## src/hdl/tvi_ram.sv

```systemverilog
// Generic single-write, single-read RAM with registered read data.
module tvi_ram #(
    parameter int WIDTH = 32,
    parameter int DEPTH = 16
) (
    input  logic                     aclk,
    input  logic                     we,
    input  logic [$clog2(DEPTH)-1:0] waddr,
    input  logic [WIDTH-1:0]         wdata,
    input  logic [$clog2(DEPTH)-1:0] raddr,
    output logic [WIDTH-1:0]         rdata
);

    logic [WIDTH-1:0] mem [DEPTH];

    always_ff @(posedge aclk) begin
        if (we) begin
            mem[waddr] <= wdata;
        end
        rdata <= mem[raddr];
    end

endmodule

```

## config.mk

```make
export PLATFORM = sky130hd
export DESIGN_NAME = tvi_ram
export DESIGN_NICKNAME = d
export VERILOG_FILES = /design/src/hdl/tvi_ram.sv
export SDC_FILE = /design/constraint.sdc
export NUM_CORES = 1
export LEC_CHECK = 0
export ABC_AREA = 0
export CAP_MARGIN = 0
export CORE_ASPECT_RATIO = 0.7
export CORE_MARGIN = 2
export CORE_UTILIZATION = 67
export DETAILED_ROUTE_END_ITERATION = 8
export DONT_BUFFER_PORTS = 1
export GPL_TIMING_DRIVEN = 0
export MAX_ROUTING_LAYER = met4
export PLACE_DENSITY_LB_ADDON = 0.2
export SLEW_MARGIN = 20
export SYNTH_ARGS = -nofsm -noshare
export SYNTH_HDL_FRONTEND = slang
export SYNTH_SLANG_ARGS = --single-unit
```

## constraint.sdc

```tcl
create_clock -name aclk -period 7.8 [get_ports aclk]
set_input_delay 1.17 -clock aclk [delete_from_list [all_inputs] [get_ports aclk]]
set_output_delay 1.17 -clock aclk [all_outputs]
set_load 0.01 [all_outputs]
```

# Yosys cells after proc, flatten, opt, wreduce, memory -nomap -nowiden
# Memories as Yosys holds them, arrays and structs flattened. A register that Yosys moved wholly into a read port is not among the register bits.
# Index checks and enable logic that the tools add are counted.
# Widths: inputs -> output; s select.
dict set report classes {
  muxes 2
}
# operator count
set op_table {}
lappend op_table {{$mux 1} 2}
dict set report word_totals {
  register_bits 0
  mem_bits_rw 512
  in_bits 42
  output_inout_bits 32
  word_cells 3
  memories 1
}
# name depth word_bits rd rd_ports_with_merged_regs write_ports line
set memory_table {}
lappend memory_table {mem 16 32 1 1 1 14} ;# logic [WIDTH-1:0] mem [DEPTH];

# Longest topological paths before layout
dict set report logic_depth {
  ltp_word 2
  ltp_mapped 5
  mapped_depth_nobuf 3
}

# Worst setup path before layout
# Ideal clock, no wire load.
dict set report synth_path {
  path_kind {input to register}
  startpoint {in waddr[2]}
  endpoint {mem mem[0][0], enable pin}
  setup_time_ns 0.461
  t_arrival_ns 3.888
  t_required_ns 7.339
  setup_slack_ns 3.450
  path_stages 2
  path_buffers 0
  path_cell_list {or3b_2 > nor3_1}
}
# element line
set synth_lines {}
lappend synth_lines {{start, declared} 8} ;# input logic [$clog2(DEPTH)-1:0] waddr,
lappend synth_lines {{end, declared} 14}
# Straight into the memory's write port.

# Final worst setup path
dict set report layout_path {
  startpoint {in waddr[3]}
  endpoint {mem mem[4][19], enable pin}
}
# Straight into the memory's write port.

==> impl_metrics.tcl <==
set metrics [dict create \
    outcome "complete, no violations" \
    max_freq_mhz 369 \
    drc 0 \
    ys_types 18 \
    dp_hpwl_um 27900 \
    dp_cells 1253 \
    viasPerCell 7.12 \
    reg2reg_from "mem[11][18]$_DFFE_PP_" \
    relSlewSlack_pct 37.9 \
    critPathBufInv 2 \
    wl_um 44700 \
    first_pass_iters 5 \
    final_util_pct 77.8 \
    post_cts_resized 0 \
    via_count 9514 \
    maxCapViolations 0 \
    ys_warn_count 0 \
    cts_buffers 46 \
    grt_max_degree 19 \
    nets 965 \
    grt_pass1_vias 9803 \
    initial_core_util_pct 68.4 \
    hold_viol 0 \
    cp_slowest_cell "nor3_2" \
    place_congestion 0.776 \
    slew_viol_final 0 \
    die_w_um 210 \
    path_clk_slew_ns 0.07 \
    fin_area_um2 22600 \
    powerDensity_nw_per_um2 257 \
    num_io_pins 74 \
    cts_buffer_depth 3 \
    synth_top_family_by_area "multiplexers" \
    die_area_um2 31000 \
    setup_tns_ns 0 \
    cts_root_buf "clkbuf_16" \
    reg2reg_depth 3 \
    port_buffers 0 \
    endpoint_kind "flop" \
    crit_top_cell "buf_4" \
    ys_ff_latch 544 \
    synth_fp_nets 880 \
    crit_path_start "waddr[3]" \
    r2r_end "rdata[18]$_DFF_P_" \
    r2r_setup_slack_ns 6.31 \
    peakVddDrop_mv 0.218 \
    avgRoutedWirePerCell_um 33.4 \
    instances_no_fill 1336 \
    crit_family "simple AND/OR/NAND/NOR gates" \
    core-area_um2 29000 \
    power_mw 5.80 \
    skew_ns 0.0169 \
    leakagePower_nw 7.16 \
    start_kind "input pin" \
    hold_buffers 0 \
    syn_inst 838 \
    drive_gt1_share_pct 27.7 \
    rsz0062_at_grt "no" \
    tightest_slew_ns 0.931 \
    min_period_over_period_pct 34.8 \
    post-cts-setup-buffers 0 \
    place_area_um2 21100 \
    worstSetupPathType "input pin to flop" \
    synthXorXnorAreaFrac_pct 0 \
    antenna_found_initial 0 \
    path_depth 4 \
    setup_violations 0 \
    hold_path.class "flop to flop" \
    avgSynthCellArea_um2 23.7 \
    syn_area_um2 19900 \
    syn_to_final_growth_pct 13.7 \
    hold_ws_ns 0.667 \
    synthAdderAreaFrac_pct 0 \
    cp-endpoint "mem[4][19]$_DFFE_PP_" \
    globalRouteTotalUtil_pct 31.3 \
    gr-total-overflow 0 \
    diodes 0 \
    cts_sinks 544 \
    drt_iter0_markers 1572 \
    muxShareOfSynthArea_pct 14.5 \
    n_fill_cell 1355 \
    yosys.area_share.simple_pct 1.27 \
    synth-seq-area-share_pct 80.7 \
    setup_ws_ns 5.09 \
    arrival_ns 2.96 \
    path_cells "nand3b_1 > nor3_2 > buf_4 > buf_4" \
    chipHeight_um 148 \
    cts_tree "built" \
    min_period_ns 2.71 \
    insertion_delay_ns 0.56 \
    num_rows 52 \
    critPathMaxStageDelay_ns 0.79 \
    grt_pass1_wl_um 65900 \
    ant_nets 0 \
    required_ns 8.05 \
    crit_fanout 8 \
    synth_compound_area_share_pct 2.42 \
    place_ws_ns 4.51 \
    htree_levels 2 \
]
## layer usage
metal  share of wire, %  wire, µm  global-route usage [%]  vias up
li1                   -         -                       -     3747
met1                 38     17100                    46.8     4920
met2                 47     21200                    46.5      776
met3                 13      5640                    6.31       71
met4                1.6       727                    7.13        0
met5                  0         0                       -        -
## layout by cell type (no fill, tap or decap), types with 9 or more instances in the layout
master     instances
buf_16            18
buf_1              9
clkbuf_1          31
dfxtp_1           32
edfxtp_1         512
nor2_4            12
clkbuf_16         49
mux4_2           128
buf_4             28
a22oi_1           64
nand2_1           33
## registers in the layout, indices dropped and copies added (netlist names)
register / count
mem: 512
rdata: 32
## how the worst min path moves through the flow
| stage | from | end | depth (start not counted) |
|---|---|---|---|
| 2_1_floorplan | mem[14][0]$_DFFE_PP_ | rdata[0]$_DFF_P_ | 3 |
| 3_3_place_gp | mem[14][3]$_DFFE_PP_ | rdata[3]$_DFF_P_ | 3 |
| 3_5_place_dp | mem[12][6]$_DFFE_PP_ | rdata[6]$_DFF_P_ | 3 |
| 4_1_cts | mem[14][28]$_DFFE_PP_ | rdata[28]$_DFF_P_ | 3 |
| 5_1_grt | wdata[22] | mem[15][22]$_DFFE_PP_ | 0 |
| 6_report | mem[14][28]$_DFFE_PP_ | rdata[28]$_DFF_P_ | 3 |
## area by class of cell
class / count / area (µm²) / share of cell area, %
sequential: 544 / 16000 / 70.9
multi-input combinational: 251 / 3730 / 16.5
clock buffer: 69 / 1360 / 6.03
timing repair buffer: 37 / 649 / 2.88
tap: 378 / 473 / 2.09
buffer: 43 / 223 / 0.987
clock inverter: 14 / 128 / 0.565
## tightest hold or removal path, stage by stage (launching register included)
cell and delay [ns]:
edfxtp_1 0.32, mux4_2 0.22, a22oi_1 0.05, nand2_1 0.05
## cell usage after synthesis
master / count / area share [%]
nand2_1: 33 / 0.62
mux4_2: 128 / 15
nand2b_1: 2 / 0.063
clkbuf_1: 17 / 0.32
buf_1: 9 / 0.17
and2_1: 1 / 0.032
buf_6: 2 / 0.11
nor2_1: 13 / 0.25
dfxtp_1: 32 / 3.2
nand3_1: 1 / 0.025
nor3_1: 4 / 0.10
edfxtp_1: 512 / 77
a22oi_1: 64 / 2.4
buf_4: 11 / 0.42
nand3b_1: 2 / 0.076
or3b_2: 1 / 0.044
buf_2: 4 / 0.10
nor2b_1: 2 / 0.063
## kinds of logic (layout without fill, tap and decap cells)
logic type | count (synthesis) | in the layout
DFF | 544 | 544
buffers and inverters | 43 | 163
AOI/OAI and AO/OA | 64 | 64
and+or+nand+nor | 59 | 59
muxes | 128 | 128
## report_power, final
part           leakage, nW  internal, mW  switching (mW)
logic                 1.54         0.108           0.134
clock network        0.721          1.27           0.982
registers             4.89          3.27          0.0335
(Power assumes the default switching activity.)
